[src/rtl/qcnf_pkg.sv]
// shared types, constants and neighbor arithmetic for the quadtree neighbor finder
package qcnf_pkg;

    localparam int NUM_LEVELS  = 16;
    localparam int QUEUE_DEPTH = 2;
    localparam int NUM_DIR     = 8;

    typedef logic [15:0]        coord_t;
    typedef logic [3:0]         level_t;
    typedef logic [2:0]         dir_t;
    typedef logic [31:0]        code_t;
    typedef logic [NUM_DIR-1:0] dir_mask_t;

    // step along one axis
    typedef enum logic [1:0] {
        OFS_NEG  = 2'b00,
        OFS_ZERO = 2'b01,
        OFS_POS  = 2'b10
    } ofs_t;

    typedef struct packed {
        coord_t    x;
        coord_t    y;
        level_t    level;
        dir_mask_t keep;
    } qcnf_entry_t;

    typedef struct packed {
        logic        valid;
        qcnf_entry_t entry;
    } qcnf_head_t;

    typedef struct packed {
        coord_t x;
        coord_t y;
        logic   flip;
    } qcnf_nb_t;

    function automatic level_t clamp_level(level_t lvl);
        level_t r;
        r = lvl;
        if (int'(lvl) > NUM_LEVELS - 1)
            r = level_t'(NUM_LEVELS - 1);
        return r;
    endfunction

    // level+1 low bits set
    function automatic coord_t path_mask(level_t lvl);
        return coord_t'(16'hFFFF >> (4'd15 - lvl));
    endfunction

    function automatic code_t interleave(coord_t px, coord_t py);
        code_t c;
        c = '0;
        for (int i = 0; i < 16; i++)
        begin
            c[2*i]   = px[i];
            c[2*i+1] = py[i];
        end
        return c;
    endfunction

    // neighbor in scan position d, centre already masked and level clamped
    function automatic qcnf_nb_t nb_calc(coord_t cx, coord_t cy, level_t lvl, dir_t d);
        ofs_t     col;
        ofs_t     row;
        coord_t   m;
        qcnf_nb_t r;
        m = path_mask(lvl);
        unique case (d)
            3'd0: begin col = OFS_NEG;  row = OFS_NEG;  end
            3'd1: begin col = OFS_ZERO; row = OFS_NEG;  end
            3'd2: begin col = OFS_POS;  row = OFS_NEG;  end
            3'd3: begin col = OFS_NEG;  row = OFS_ZERO; end
            3'd4: begin col = OFS_POS;  row = OFS_ZERO; end
            3'd5: begin col = OFS_NEG;  row = OFS_POS;  end
            3'd6: begin col = OFS_ZERO; row = OFS_POS;  end
            default: begin col = OFS_POS; row = OFS_POS; end
        endcase
        case (col)
            OFS_NEG: r.x = (cx - 16'd1) & m;
            OFS_POS: r.x = (cx + 16'd1) & m;
            default: r.x = cx;
        endcase
        case (row)
            OFS_NEG: r.y = (cy - 16'd1) & m;
            OFS_POS: r.y = (cy + 16'd1) & m;
            default: r.y = cy;
        endcase
        r.flip = ((row == OFS_NEG) && (cy == 16'd0)) || ((row == OFS_POS) && (cy == m));
        // over the pole: same row, opposite meridian
        if (r.flip)
        begin
            r.y = cy;
            r.x = (r.x ^ (16'd1 << lvl)) & m;
        end
        return r;
    endfunction

endpackage

[src/rtl/qcnf_front.sv]
// front end: masks the centre cell and marks which neighbors survive duplicate removal
module qcnf_front
    import qcnf_pkg::*;
(
    input  coord_t      cell_x,
    input  coord_t      cell_y,
    input  level_t      cell_level,
    output qcnf_entry_t entry
);

    level_t   lvl;
    coord_t   m;
    coord_t   cx;
    coord_t   cy;
    qcnf_nb_t cand [NUM_DIR];
    logic     dup  [NUM_DIR];

    always_comb
    begin
        lvl = clamp_level(cell_level);
        m   = path_mask(lvl);
        cx  = cell_x & m;
        cy  = cell_y & m;
        for (int j = 0; j < NUM_DIR; j++)
            cand[j] = nb_calc(cx, cy, lvl, dir_t'(j));
        // a candidate is dropped if it is the centre or matches an earlier one
        for (int j = 0; j < NUM_DIR; j++)
        begin
            dup[j] = (cand[j].x == cx) && (cand[j].y == cy);
            for (int k = 0; k < j; k++)
                if ((cand[k].x == cand[j].x) && (cand[k].y == cand[j].y))
                    dup[j] = 1'b1;
        end
        entry.x     = cx;
        entry.y     = cy;
        entry.level = lvl;
        for (int j = 0; j < NUM_DIR; j++)
            entry.keep[j] = !dup[j];
    end

endmodule

[src/rtl/qcnf_queue.sv]
// short queue of classified cells between front and back
module qcnf_queue
    import qcnf_pkg::*;
#(
    parameter int DEPTH = QUEUE_DEPTH
)
(
    input  logic        clk,
    input  logic        rst_n,
    input  logic        push,
    input  qcnf_entry_t wr_entry,
    output logic        full,
    input  logic        head_pop,
    output qcnf_head_t  head
);

    localparam int PTR_W = (DEPTH > 1) ? $clog2(DEPTH) : 1;
    localparam int CNT_W = $clog2(DEPTH + 1);

    qcnf_entry_t      slot_reg [DEPTH];
    logic [PTR_W-1:0] wr_ptr_reg, wr_ptr_next;
    logic [PTR_W-1:0] rd_ptr_reg, rd_ptr_next;
    logic [CNT_W-1:0] cnt_reg, cnt_next;
    logic             wr_en;
    logic             rd_en;

    assign full       = (cnt_reg == CNT_W'(DEPTH));
    assign head.valid = (cnt_reg != '0);
    assign head.entry = slot_reg[rd_ptr_reg];
    assign wr_en      = push && !full;
    assign rd_en      = head_pop && head.valid;

    always_comb
    begin
        wr_ptr_next = wr_ptr_reg;
        rd_ptr_next = rd_ptr_reg;
        cnt_next    = cnt_reg;
        if (wr_en)
            wr_ptr_next = (wr_ptr_reg == PTR_W'(DEPTH - 1)) ? '0 : wr_ptr_reg + 1'b1;
        if (rd_en)
            rd_ptr_next = (rd_ptr_reg == PTR_W'(DEPTH - 1)) ? '0 : rd_ptr_reg + 1'b1;
        if (wr_en && !rd_en)
            cnt_next = cnt_reg + 1'b1;
        else if (rd_en && !wr_en)
            cnt_next = cnt_reg - 1'b1;
    end

    always_ff @(posedge clk or negedge rst_n)
    begin
        if (!rst_n)
        begin
            wr_ptr_reg <= '0;
            rd_ptr_reg <= '0;
            cnt_reg    <= '0;
        end
        else
        begin
            wr_ptr_reg <= wr_ptr_next;
            rd_ptr_reg <= rd_ptr_next;
            cnt_reg    <= cnt_next;
        end
    end

    always_ff @(posedge clk)
    begin
        if (wr_en)
            slot_reg[wr_ptr_reg] <= wr_entry;
    end

endmodule

[src/rtl/qcnf_back.sv]
// back end: walks the surviving directions of the head cell, one word per cycle while pop keeps up
module qcnf_back
    import qcnf_pkg::*;
(
    input  logic       clk,
    input  logic       rst_n,
    input  qcnf_head_t head,
    output logic       head_pop,
    output logic       empty,
    input  logic       pop,
    output coord_t     nb_x,
    output coord_t     nb_y,
    output level_t     nb_level,
    output code_t      nb_code,
    output dir_t       direction,
    output logic       pole_flip,
    output logic       last
);

    logic      active_reg, active_next;
    dir_mask_t work_reg, work_next;
    logic      out_valid_reg, out_valid_next;
    coord_t    nb_x_reg;
    coord_t    nb_y_reg;
    level_t    nb_level_reg;
    code_t     nb_code_reg;
    dir_t      dir_reg;
    logic      flip_reg;
    logic      last_reg;

    dir_mask_t eff;
    dir_mask_t rest;
    dir_t      sel;
    logic      advance;
    logic      emit;
    logic      drop;
    qcnf_nb_t  nb;

    always_comb
    begin
        // remaining directions: the fresh mask until the first word leaves
        eff = active_reg ? work_reg : head.entry.keep;
        sel = '0;
        for (int i = NUM_DIR - 1; i >= 0; i--)
            if (eff[i])
                sel = dir_t'(i);
        rest     = eff & ~(dir_mask_t'(1) << sel);
        advance  = !out_valid_reg || pop;
        emit     = head.valid && (eff != '0) && advance;
        drop     = head.valid && (eff == '0);
        head_pop = (emit && (rest == '0)) || drop;
        nb       = nb_calc(head.entry.x, head.entry.y, head.entry.level, sel);

        active_next = active_reg;
        work_next   = work_reg;
        if (emit)
        begin
            active_next = (rest != '0);
            work_next   = rest;
        end
        else if (drop)
            active_next = 1'b0;

        out_valid_next = out_valid_reg;
        if (emit)
            out_valid_next = 1'b1;
        else if (pop)
            out_valid_next = 1'b0;
    end

    always_ff @(posedge clk or negedge rst_n)
    begin
        if (!rst_n)
        begin
            active_reg    <= 1'b0;
            out_valid_reg <= 1'b0;
        end
        else
        begin
            active_reg    <= active_next;
            out_valid_reg <= out_valid_next;
        end
    end

    always_ff @(posedge clk)
    begin
        work_reg <= work_next;
        if (emit)
        begin
            nb_x_reg     <= nb.x;
            nb_y_reg     <= nb.y;
            nb_level_reg <= head.entry.level;
            nb_code_reg  <= interleave(nb.x, nb.y);
            dir_reg      <= sel;
            flip_reg     <= nb.flip;
            last_reg     <= (rest == '0);
        end
    end

    assign empty     = !out_valid_reg;
    assign nb_x      = nb_x_reg;
    assign nb_y      = nb_y_reg;
    assign nb_level  = nb_level_reg;
    assign nb_code   = nb_code_reg;
    assign direction = dir_reg;
    assign pole_flip = flip_reg;
    assign last      = last_reg;

endmodule

[src/rtl/quadtree_cell_neighbor_finder.sv]
// top level of the quadtree cell neighbor finder
//
//  channel  | handshake        | payload
//  ---------+------------------+-------------------------------------------------
//  cell in  | push / full      | cell_x, cell_y, cell_level
//  result   | empty / pop      | nb_x, nb_y, nb_level, nb_code, direction,
//           |                  | pole_flip, last
//
// a cell gives three to eight result words, one per cycle while the result side pops,
// one for each surviving neighbor (eight above level 1, fewer only at level 0
// and on the pole rows of level 1); the back end walks the direction mask to emit them.
// a cell is classified in the cycle it is pushed and held in a queue slot; its first word
// is registered at the output. reset empties the queue and the output; no clearing pass.
// full rises whenever the queue holds QUEUE_DEPTH_P cells, which back-to-back cells reach.
module quadtree_cell_neighbor_finder
    import qcnf_pkg::*;
#(
    parameter int QUEUE_DEPTH_P = QUEUE_DEPTH
)
(
    input  logic   clk,
    input  logic   rst_n,
    input  logic   push,
    output logic   full,
    input  coord_t cell_x,
    input  coord_t cell_y,
    input  level_t cell_level,
    output logic   empty,
    input  logic   pop,
    output coord_t nb_x,
    output coord_t nb_y,
    output level_t nb_level,
    output code_t  nb_code,
    output dir_t   direction,
    output logic   pole_flip,
    output logic   last
);

    qcnf_entry_t entry;
    qcnf_head_t  head;
    logic        head_pop;

    qcnf_front u_front (
        .cell_x     (cell_x),
        .cell_y     (cell_y),
        .cell_level (cell_level),
        .entry      (entry)
    );

    qcnf_queue #(
        .DEPTH (QUEUE_DEPTH_P)
    ) u_queue (
        .clk      (clk),
        .rst_n    (rst_n),
        .push     (push),
        .wr_entry (entry),
        .full     (full),
        .head_pop (head_pop),
        .head     (head)
    );

    qcnf_back u_back (
        .clk       (clk),
        .rst_n     (rst_n),
        .head      (head),
        .head_pop  (head_pop),
        .empty     (empty),
        .pop       (pop),
        .nb_x      (nb_x),
        .nb_y      (nb_y),
        .nb_level  (nb_level),
        .nb_code   (nb_code),
        .direction (direction),
        .pole_flip (pole_flip),
        .last      (last)
    );

endmodule

[config.mk]
export PLATFORM = sky130hd
export DESIGN_NAME = quadtree_cell_neighbor_finder
export DESIGN_NICKNAME = d
export VERILOG_FILES = /design/src/rtl/qcnf_pkg.sv /design/src/rtl/qcnf_front.sv /design/src/rtl/qcnf_queue.sv /design/src/rtl/qcnf_back.sv /design/src/rtl/quadtree_cell_neighbor_finder.sv
export SDC_FILE = /design/constraint.sdc
export NUM_CORES = 1
export LEC_CHECK = 0
export BUFFER_PORTS_ARGS = -buffer_cell sky130_fd_sc_hd__buf_2
export CORE_UTILIZATION = 59
export CTS_CLUSTER_DIAMETER = 150
export DETAILED_ROUTE_END_ITERATION = 8
export MAX_ROUTING_LAYER = met4
export PLACE_DENSITY = 0.81
export SLEW_MARGIN = 20
export SYNTH_ARGS = -nofsm -noshare
export SYNTH_HDL_FRONTEND = slang
export SYNTH_SLANG_ARGS = --single-unit
[constraint.sdc]
create_clock -name clk -period 8.3 [get_ports clk]
set_input_delay 0 -clock clk [delete_from_list [all_inputs] [get_ports clk]]
set_output_delay 0 -clock clk [all_outputs]
set_load 0.01 [all_outputs]
==> results of run 1 <==
==> metrics by stage <==
stage	setup slack (ns)	total power, W	hold WS (ns)
after floorplan	2.24	0.00362	-0.296
after global placement	2.35	0.00419	-0.168
after detailed placement	2.26	0.00423	-0.164
after CTS	2.24	0.00503	0.0171
after global routing	2.00	0.00542	0.0446
final	2.39	0.00509	0.0354
==> repair_timing <==
action                                 CTS  global route
endpoints found under the hold margin   70             0
setup buffers                            0             0
resized for setup                        0             0
hold buffers                            35             0
==> path summary, 6_finish.rpt <==
kind                               startpoint                 endpoint  cells after the start
setup / recovery           u_queue.rd_ptr_reg       u_back.nb_code[30]                     17
hold / removal                     cell_y[10]  u_queue.slot_reg[1][22]                      2
setup reg to reg           u_queue.rd_ptr_reg       u_back.nb_code[30]                     17
hold reg to reg            u_queue.cnt_reg[1]       u_queue.cnt_reg[1]                      1
max in group asynchronous               rst_n       u_queue.rd_ptr_reg                      3
min in group asynchronous               rst_n       u_queue.cnt_reg[1]                      3
==> layout make-up <==
| type | instances | area [sq um] | area share [%] |
|---|---|---|---|
| Clock buffer | 18 | 439 | 4.22 |
| Clock inverter | 14 | 155 | 1.49 |
| Inverter | 46 | 175 | 1.68 |
| Multi-Input combinational cell | 593 | 4160 | 40.0 |
| Sequential cell | 143 | 4270 | 41.0 |
| Tap cell | 184 | 230 | 2.21 |
| Timing Repair Buffer | 156 | 973 | 9.36 |
==> cells by family after synthesis <==
group | Yosys count | synth area share, %
flops | 143 | 47.5
fa+ha+maj | 32 | 4.63
mux | 59 | 7.44
compound gates | 210 | 15.8
other cells | 2 | 0.0836
simple gates | 258 | 15.1
xor+xnor | 31 | 3.02
buf+inv | 103 | 6.44
==> routing by layer <==
metal	wire length [microns]	track usage [%]
met4	731	13.3
met3	2140	4.66
met5	0	-
met2	10100	45.0
met1	9470	41.1
==> where the power goes <==
| part | total (W) | switching, W | internal [W] | leakage [nW] |
|---|---|---|---|---|
| logic | 0.00302 | 0.00181 | 0.00121 | 2.50 |
| registers | 0.00129 | 0.000130 | 0.00116 | 1.36 |
| clock network | 0.000773 | 0.000318 | 0.000455 | 0.282 |
==> layout by cell type (no fill, tap or decap), types with 6 or more instances in the layout <==
cell type                       netlist  final
sky130_fd_sc_hd__buf_4               36      7
sky130_fd_sc_hd__mux2_2              20     20
sky130_fd_sc_hd__nand3_1             19     19
sky130_fd_sc_hd__nor4_1               6      6
sky130_fd_sc_hd__buf_2                6    114
sky130_fd_sc_hd__nor2_1              66     64
sky130_fd_sc_hd__and2_1              15     15
sky130_fd_sc_hd__ha_1                30     30
sky130_fd_sc_hd__dlygate4sd3_1        0     35
sky130_fd_sc_hd__a31oi_1             10     10
sky130_fd_sc_hd__or2_2                6      6
sky130_fd_sc_hd__nand2b_1             6      6
sky130_fd_sc_hd__xnor2_1             26     26
sky130_fd_sc_hd__or3_1                7      7
sky130_fd_sc_hd__mux2i_2              6      6
sky130_fd_sc_hd__clkbuf_16            0     17
sky130_fd_sc_hd__edfxtp_1           137    137
sky130_fd_sc_hd__o21ai_0             51     51
sky130_fd_sc_hd__nand3b_1             6      6
sky130_fd_sc_hd__a21o_1              11     11
sky130_fd_sc_hd__a21oi_1             43     43
sky130_fd_sc_hd__mux2i_1             30     30
sky130_fd_sc_hd__and3_1              18     17
sky130_fd_sc_hd__nand4_1              8      8
sky130_fd_sc_hd__o21a_1              11     11
sky130_fd_sc_hd__inv_1               40     40
sky130_fd_sc_hd__o22ai_1             13     13
sky130_fd_sc_hd__a211oi_1             7      7
sky130_fd_sc_hd__nor3_1              21     20
sky130_fd_sc_hd__nor2b_1             11     11
sky130_fd_sc_hd__nand2_1             49     49
==> out/summary.md, run 1 <==
For the worst setup path, the data required time is 8.49 ns. The run gives 0 as the number of antenna violations at the first check in global routing. The average size of a mapped cell is 10.7 sq um, and the static power due to leakage is 4.14 nW. The total overflow left after global routing is 0.

In the final routed layout, each cell accounts on average for 19.4 microns. The post-route clock period utilization is 71.2%, and the max-capacitance violation count is 0. The count of buffers added on input and output ports is 114.

The sum of negative setup slack is 0 ns. The share of synthesized flip-flops with an asynchronous set or reset works out to 4.20%. The slew of the pin with the lowest slew margin was 1.05 ns; the post-layout net count was 1029.

The first detailed-routing pass ran for 9 iterations. For the DRC marker count from the first detailed-route iteration, the log shows 839. Dividing total power by cell area gives a power density of 489 nW/um^2. Using the TritonRoute via totals, the vias-per-cell ratio works out to 6.29. TritonCTS built the clock tree. By area the synthesized netlist is led by sky130_fd_sc_hd__edfxtp_1, sky130_fd_sc_hd__ha_1, sky130_fd_sc_hd__mux2i_1, sky130_fd_sc_hd__buf_4, sky130_fd_sc_hd__o21ai_0. Maximum cell stage delay along the critical path: 0.84 ns.

The logs give 90 for the number of unique standard cell types used by synthesis and 0.169 GHz for the highest achievable clock rate. Setup repair after global routing left no endpoint under its margin. Netlist area before placement: 8980 sq um. Wire length of the first global-routing pass: 35100 microns. The congestion estimate from routability-driven global placement came to 0.954.

After legalization and detailed placement, the total HPWL measured 15800 microns. Fill cells in the final layout number 1033. After layout, the minimum clock period comes to 5.91 ns.

The max-slew violation count was 0; the worst slew slack as a fraction of its limit was 30.2%. The total via count after detailed routing came out at 7254. Relative to the synthesized area, the layout overhead comes to 15.8%. In this run the remaining antenna-violating nets after routing total 0. The number of instances in the placed design was 1087. STA classifies the critical path endpoint as a register.

Maximum number of buffers from clock root to sink: 2. The proportion of layout cells with a drive suffix above 1 came out at 22.3%. Measured along the x axis, the die boundary spans 125 microns. Clock tree synthesis found a total of 143 sinks. The cell type group with the largest total delay on the critical path was compound AO/OA/AOI/OAI gates.

The worst-case IR drop observed on VDD is 189 uV. The total of warnings raised by yosys is 0, and the global router's overall resource usage is 30.2%. Measured along the y axis, the die boundary spans 125 microns.

Summing all placed instances gives a cell area of 9450 sq um. The H-tree was split into 4 levels. The finished layout holds 1154 standard cells, fillers aside. For the largest net degree at the start of global routing, the log shows 51.

Once layout is complete, the utilization of the core stands at 70.7%. In this run the biggest area consumer among cell types represents 45.8% of the synthesized area. The run gives 22400 microns as the routed wire length. The worst-path cell with the longest stage delay was sky130_fd_sc_hd__dfrtp_2. The floorplan step defined a die boundary enclosing 15700 sq um. 115 I/O pins were placed. The logs give 838 for the instance count of the mapped netlist and 6703 for the via count of the first global-routing pass.

Clock-pin slew was measured on the worst setup and hold paths at 0.07 ns. Row generation in the floorplan step produced 44 rows. The initial utilization of the core area, before any placement, comes to 61.1%. The remaining routing DRC violations is 13.

After synthesis, flip-flops and latches occupy 47.5% of the total area. The number of antenna diodes came out at 0. Critical path buffer and inverter count: 1. The root buffer cell chosen for the clock tree is sky130_fd_sc_hd__clkbuf_16. Buffers inserted during clock tree synthesis total 17. Top fanout value on the critical path: 37. Critical path class: register to register. For the final hold violation count, the log shows 0. The synthesized design contains 137 enable-type register cells. The checks that failed: design-rule violations. The most common cell in the synthesized netlist is sky130_fd_sc_hd__edfxtp_1. The clock insertion delay at the later pin of the skew report is 0.43 ns, and the flip-flop count of the largest register after layout is 88. The area of the core region was 14700 sq um. The largest area contributor in the synthesized netlist was sky130_fd_sc_hd__edfxtp_1. Setup violations remaining at the end of the flow were counted as 0. The commonest cells after synthesis are sky130_fd_sc_hd__edfxtp_1, sky130_fd_sc_hd__nor2_1, sky130_fd_sc_hd__o21ai_0, sky130_fd_sc_hd__nand2_1, sky130_fd_sc_hd__a21oi_1.

The path class of the tightest hold or removal check is input port to register. The run finished, with violations left. The signal on the critical path passes through buf_4 -> mux2i_1 -> o21a_1 -> nand4_2 -> a211o_1 -> nor2_1 -> nor2_2 -> ha_1 -> a21oi_1 -> o21ai_0 -> a31oi_1 -> a31oi_1 -> o22ai_1 -> or3_4 -> nand4_1 -> or3b_1 -> a31o_1. Synthesis inferred 143 register bits.

The dominant synthesized flop cell was sky130_fd_sc_hd__edfxtp_1. The worst setup path is launched from a register. Data on the critical path arrives at its endpoint at 6.10 ns. Across all register-to-register paths, the minimum setup slack is 2.39 ns. The tools report the summed area of non-filler cells in the final layout as 10400 sq um.

Counting stages on the worst path, the most repeated cell is sky130_fd_sc_hd__a31oi_1. Clock skew on the completed layout was measured at 0.00939 ns.
No activity file was read; power rests on OpenSTA's default activity.
==> inputs of run 2 (changes only) <==
--- a/config.mk
+++ b/config.mk
@@ -5,6 +5,7 @@
 export SDC_FILE = /design/constraint.sdc
 export NUM_CORES = 1
 export LEC_CHECK = 0
+export ABC_AREA = 1
 export BUFFER_PORTS_ARGS = -buffer_cell sky130_fd_sc_hd__buf_2
 export CORE_UTILIZATION = 59
 export CTS_CLUSTER_DIAMETER = 150
==> constraint.sdc (replaced) <==
create_clock -name clk -period 5.9 [get_ports clk]
set_input_delay 0 -clock clk [delete_from_list [all_inputs] [get_ports clk]]
set_output_delay 0 -clock clk [all_outputs]
set_load 0.01 [all_outputs]
==> run 2 against run 1 <==
The flow still finishes with violations (design-rule violations); area after synthesis decreased by 0.46%; global-route usage up 0.16 points; sequential power increased by 34%; design area is 0.19% higher; total power grew 30%; sequential share of layout area is 0.091 points lower; core utilization grew 0.40 points; critical path depth rose by 1; combinational power is 28% higher; register-to-register slack got worse by 1.1 ns.
==> out/summary.md, run 2 <==
Placed cell area: 9460 sq um (was 9450 sq um). The static power due to leakage is 4.81 nW (was 4.14 nW). The buffers inserted during post-CTS setup optimization is 0 (unchanged), and the length of the first detailed-routing pass in iterations is 7 (was 9). The total via count after detailed routing was 7771 (was 7254). Leading cell type in the layout, fill and taps excluded: sky130_fd_sc_hd__nand2_1 (was sky130_fd_sc_hd__edfxtp_1). The logs give 14600 sq um (was 14700 sq um) for the area of the core region and 6851 (was 6703) for the via count of the first global-routing pass. The internal power component came out at 0.00353 W (was 0.00283 W). The critical path buffer and inverter count works out to 1 (unchanged). The proportion of layout cells with a drive suffix above 1 was 15.7% (was 22.3%); the worst slack after detailed placement was 1.39 ns (was 2.26 ns). The summed area of non-filler cells in the final layout came out at 10400 sq um (about the same).

The run gives 58.2% (was 59.4%) as the combinational share of power. The most frequent cell on the critical path is sky130_fd_sc_hd__nand3_1 (was sky130_fd_sc_hd__a31oi_1). The tools report the worst slew slack as a fraction of its limit as 45.3% (was 30.2%). The arrival time reported for the critical path endpoint was 4.78 ns (was 6.10 ns); the number of unique standard cell types used by synthesis was 50 (was 90).

For the number of buffers inserted during clock tree synthesis, the log shows 17 (unchanged). The die span in x came out at 125 microns (about the same). The sum of negative setup slack came out at 0 ns (unchanged).

Cell type group with the largest total delay on the critical path: simple AND/OR/NAND/NOR gates (was compound AO/OA/AOI/OAI gates). The share of the yosys chip area belonging to registers was 47.7% (was 47.5%). Maximum vdd drop: 329 uV (was 189 uV). Number of I/O port buffers: 114 (unchanged). The logs give 0 (unchanged) for the number of antenna diodes and 2 (unchanged) for the maximum number of buffers from clock root to sink. The net load switching power came out at 0.00311 W (was 0.00226 W). Top fanout value on the critical path: 43 (was 37). The post-synthesis to final-layout area growth came out at 16.5% (was 15.8%). The tools report the least setup slack across all paths after layout as 1.30 ns (was 2.39 ns).

The post-route clock period utilization was 77.9% (was 71.2%). Power share of the clock group: 15.7% (was 15.2%). The sequential fraction of design power was 26.1% (was 25.4%). The number of instances in the placed design was 1332 (was 1087). The run gives 1078 (was 838) as the instance count of the mapped netlist.

The run gives 22800 microns (was 22400 microns) as the routed wire length. Cell at the root of the clock tree: sky130_fd_sc_hd__clkbuf_16 (unchanged). The average size of a mapped cell is 8.29 sq um (was 10.7 sq um), and the number of inserted filler cells in the final layout is 1110 (was 1033). Failing checks: design-rule violations (unchanged).

Highest-count cells in the layout ignoring fill and taps: sky130_fd_sc_hd__nand2_1, sky130_fd_sc_hd__edfxtp_1, sky130_fd_sc_hd__inv_1 (was sky130_fd_sc_hd__edfxtp_1, sky130_fd_sc_hd__buf_2, sky130_fd_sc_hd__nor2_1). The run gives 0 (unchanged) as the final global-route overflow total. Post-synthesis register bit count: 143 (unchanged). Clock insertion delay at the later pin of the skew report: 0.43 ns (about the same). The total power divided by cell area came out at 637 nW/um^2 (was 489 nW/um^2). The flip-flop count of the largest register after layout was 88 (unchanged); the average routed wire per standard cell was 16.2 microns (was 19.4 microns).

The most numerous cell in the Yosys netlist was sky130_fd_sc_hd__nand2_1 (was sky130_fd_sc_hd__edfxtp_1). The remaining routing DRC violations is 29 (was 13), and the full die area is 15600 sq um (was 15700 sq um). Required time of the critical path: 6.08 ns (was 8.49 ns). The slew of the pin with the lowest slew margin was 0.819 ns (was 1.05 ns). The post-DP HPWL is 16200 microns (was 15800 microns).

The maximum cell stage delay along the critical path is 0.63 ns (was 0.84 ns), and the global router's overall resource usage is 30.3% (was 30.2%). The share of synthesized flip-flops with an asynchronous set or reset was 4.20% (unchanged); the max-slew violation count was 0 (unchanged). The y dimension of the die was 125 microns (about the same); the final hold violation count was 0 (unchanged).

Critical path endpoint category: a register (unchanged). TritonCTS built the clock tree. The tools report the post-layout net count as 1279 (was 1029). The placer congestion estimate came out at 0.997 (was 0.954). The worst min-delay path class was input port to register (unchanged). The logs give 115 (unchanged) for the top-level port count and 44 (unchanged) for the row count. The logs give 8940 sq um (was 8980 sq um) for the netlist area before placement and 4 (unchanged) for the H-tree depth reported by CTS. The largest net degree at the start of global routing is 51 (unchanged).

List of most frequent post-synthesis cells: sky130_fd_sc_hd__nand2_1, sky130_fd_sc_hd__edfxtp_1, sky130_fd_sc_hd__inv_1, sky130_fd_sc_hd__nor2_1, sky130_fd_sc_hd__nand3_1 (was sky130_fd_sc_hd__edfxtp_1, sky130_fd_sc_hd__nor2_1, sky130_fd_sc_hd__o21ai_0, sky130_fd_sc_hd__nand2_1, sky130_fd_sc_hd__a21oi_1). Final-report setup violation count: 0 (unchanged). The fraction of power spent switching nets works out to 46.8% (was 44.4%).

Setup repair after global routing left no endpoint under its margin. The count of clock tree sinks is 143 (unchanged). The area share of the leading cell type in the synthesized netlist is 46.0% (was 45.8%).

The critical path class is register to register (unchanged). The tools report the kind of start point of the critical path as a register (unchanged). Cells along the critical path: buf_4 -> nand2_1 -> nand3_1 -> nand3_1 -> nor2_1 -> nor2_4 -> nand3_1 -> nand3_1 -> ha_1 -> a21o_1 -> nor2_1 -> nand2_1 -> a21oi_1 -> o21ai_0 -> o21ai_0 -> nand3_1 -> nand2_1 -> nor2_1 (was buf_4 -> mux2i_1 -> o21a_1 -> nand4_2 -> a211o_1 -> nor2_1 -> nor2_2 -> ha_1 -> a21oi_1 -> o21ai_0 -> a31oi_1 -> a31oi_1 -> o22ai_1 -> or3_4 -> nand4_1 -> or3b_1 -> a31o_1). The dominant synthesized flop cell was sky130_fd_sc_hd__edfxtp_1 (unchanged). The clock edge transition at the registers on the reported setup and hold paths works out to 0.06 ns (was 0.07 ns). The number of antenna-violating nets in the routed design is 0 (unchanged), and the final standard cell count with taps included and fillers excluded is 1403 (was 1154). The initial cell density of the core came out at 61.0% (was 61.1%).

The flow ran to the end, but the final reports show violations. Total of warnings raised by yosys: 0 (unchanged). Worst-path cell with the longest stage delay: sky130_fd_sc_hd__nand3_1 (was sky130_fd_sc_hd__dfrtp_2). The DRC marker count from the first detailed-route iteration came out at 668 (was 839). The count of flip-flops with a built-in enable after synthesis is 137 (unchanged). Biggest area contributors in the synthesized netlist: sky130_fd_sc_hd__edfxtp_1, sky130_fd_sc_hd__nand2_1, sky130_fd_sc_hd__inv_1, sky130_fd_sc_hd__ha_1, sky130_fd_sc_hd__nor2_1 (was sky130_fd_sc_hd__edfxtp_1, sky130_fd_sc_hd__ha_1, sky130_fd_sc_hd__mux2i_1, sky130_fd_sc_hd__buf_4, sky130_fd_sc_hd__o21ai_0). The detail-routed via count per cell works out to 5.54 (was 6.29). The largest area contributor in the synthesized netlist was sky130_fd_sc_hd__edfxtp_1 (unchanged).

Final worst clock skew: 0.00863 ns (was 0.00939 ns). The highest achievable clock rate was 0.217 GHz (was 0.169 GHz). The tools report the number of antenna violations at the first check in global routing as 0 (unchanged). The max-capacitance violation count is 0 (unchanged).

Wire length of the first global-routing pass: 35200 microns (was 35100 microns). The final period demand of the worst path works out to 4.60 ns (was 5.91 ns).
==> run 2: changes by cell type in the layout (fill, tap and decap cells not counted), moves of 11 or more <==
| cell | change |
|---|---|
| sky130_fd_sc_hd__nand3_1 | +31 |
| sky130_fd_sc_hd__o21ai_1 | +25 |
| sky130_fd_sc_hd__mux2i_1 | -29 |
| sky130_fd_sc_hd__inv_1 | +80 |
| sky130_fd_sc_hd__xor2_1 | +12 |
| sky130_fd_sc_hd__and2_1 | -13 |
| sky130_fd_sc_hd__nor2_1 | +28 |
| sky130_fd_sc_hd__mux2_2 | -20 |
| sky130_fd_sc_hd__and3_1 | -17 |
| sky130_fd_sc_hd__nor2b_1 | -11 |
| sky130_fd_sc_hd__nand2_1 | +275 |
| sky130_fd_sc_hd__xnor2_1 | -14 |
==> run 2: timing repair <==
action	4_1_cts	5_1_grt
hold buffers	39	0
gates resized for setup	0	0
endpoints found under the hold margin	79	0
==> run 2: through the flow <==
stage	util [%]	total power, W	hold slack (ns)
final	71.1	0.00663	0.175
after global routing	71.1	0.00712	0.212
after CTS	71.1	0.00658	0.179
after detailed placement	64.6	0.00551	-0.165
after global placement	64.6	0.00545	-0.166
after floorplan	-	0.00466	-0.296
==> run 2: area by class of cell <==
class	count	area (sq um)	area share, %
clock buffer	19	443	4.25
sequential	143	4260	40.9
inverter	134	505	4.85
timing repair buffer	160	1010	9.73
tap	184	230	2.21
multi-input combinational	750	3830	36.8
clock inverter	13	128	1.23
==> run 2: per-layer routing <==
layer	up-vias	GRT usage, %	routed length, microns
li1	3814	-	-
met1	3501	39.9	9620
met2	413	48.3	10700
met3	43	4.11	1900
met4	0	11.0	534
met5	-	-	0
==> run 2: final timing paths <==
check                                          end  cells past startpoint                from  slack, ns
worst max-delay path            u_back.nb_code[10]                     18  u_queue.rd_ptr_reg       1.30
worst min-delay path            u_queue.wr_ptr_reg                      4                push       0.17
worst max register to register  u_back.nb_code[10]                     18  u_queue.rd_ptr_reg       1.30
worst min register to register  u_queue.cnt_reg[0]                      1  u_queue.cnt_reg[0]       0.54
max in group asynchronous       u_queue.wr_ptr_reg                      3               rst_n       5.15
min in group asynchronous       u_queue.rd_ptr_reg                      3               rst_n       0.53
==> run 2: logic make-up after synthesis <==
logic type                 share of synthesized area, %
muxes                                             0.112
AOI/OAI and AO/OA                                  9.78
DFF                                                47.7
buffers and inverters                              9.63
adders and majority gates                          4.79
and+or+nand+nor                                    25.1
other                                            0.0840
xor gates and xnor gates                           2.84
==> run 2: worst register-to-register path, delay by kind of cell (launching register included) <==
kind	cells	cell delay (ns)
AOI/OAI and AO/OA	4	0.82
DFF	1	0.45
buffers and inverters	1	0.44
and+or+nand+nor	12	2.01
adders and majority gates	1	0.62
==> run 2: power by group through the flow <==
stage / clock network (W) / logic (W) / registers (W)
2_1_floorplan: 0 / 0.00282 / 0.00184
3_3_place_gp: 0 / 0.00371 / 0.00174
3_5_place_dp: 0 / 0.00375 / 0.00175
4_1_cts: 0.00105 / 0.00380 / 0.00173
5_1_grt: 0.00109 / 0.00426 / 0.00176
6_report: 0.00104 / 0.00386 / 0.00173
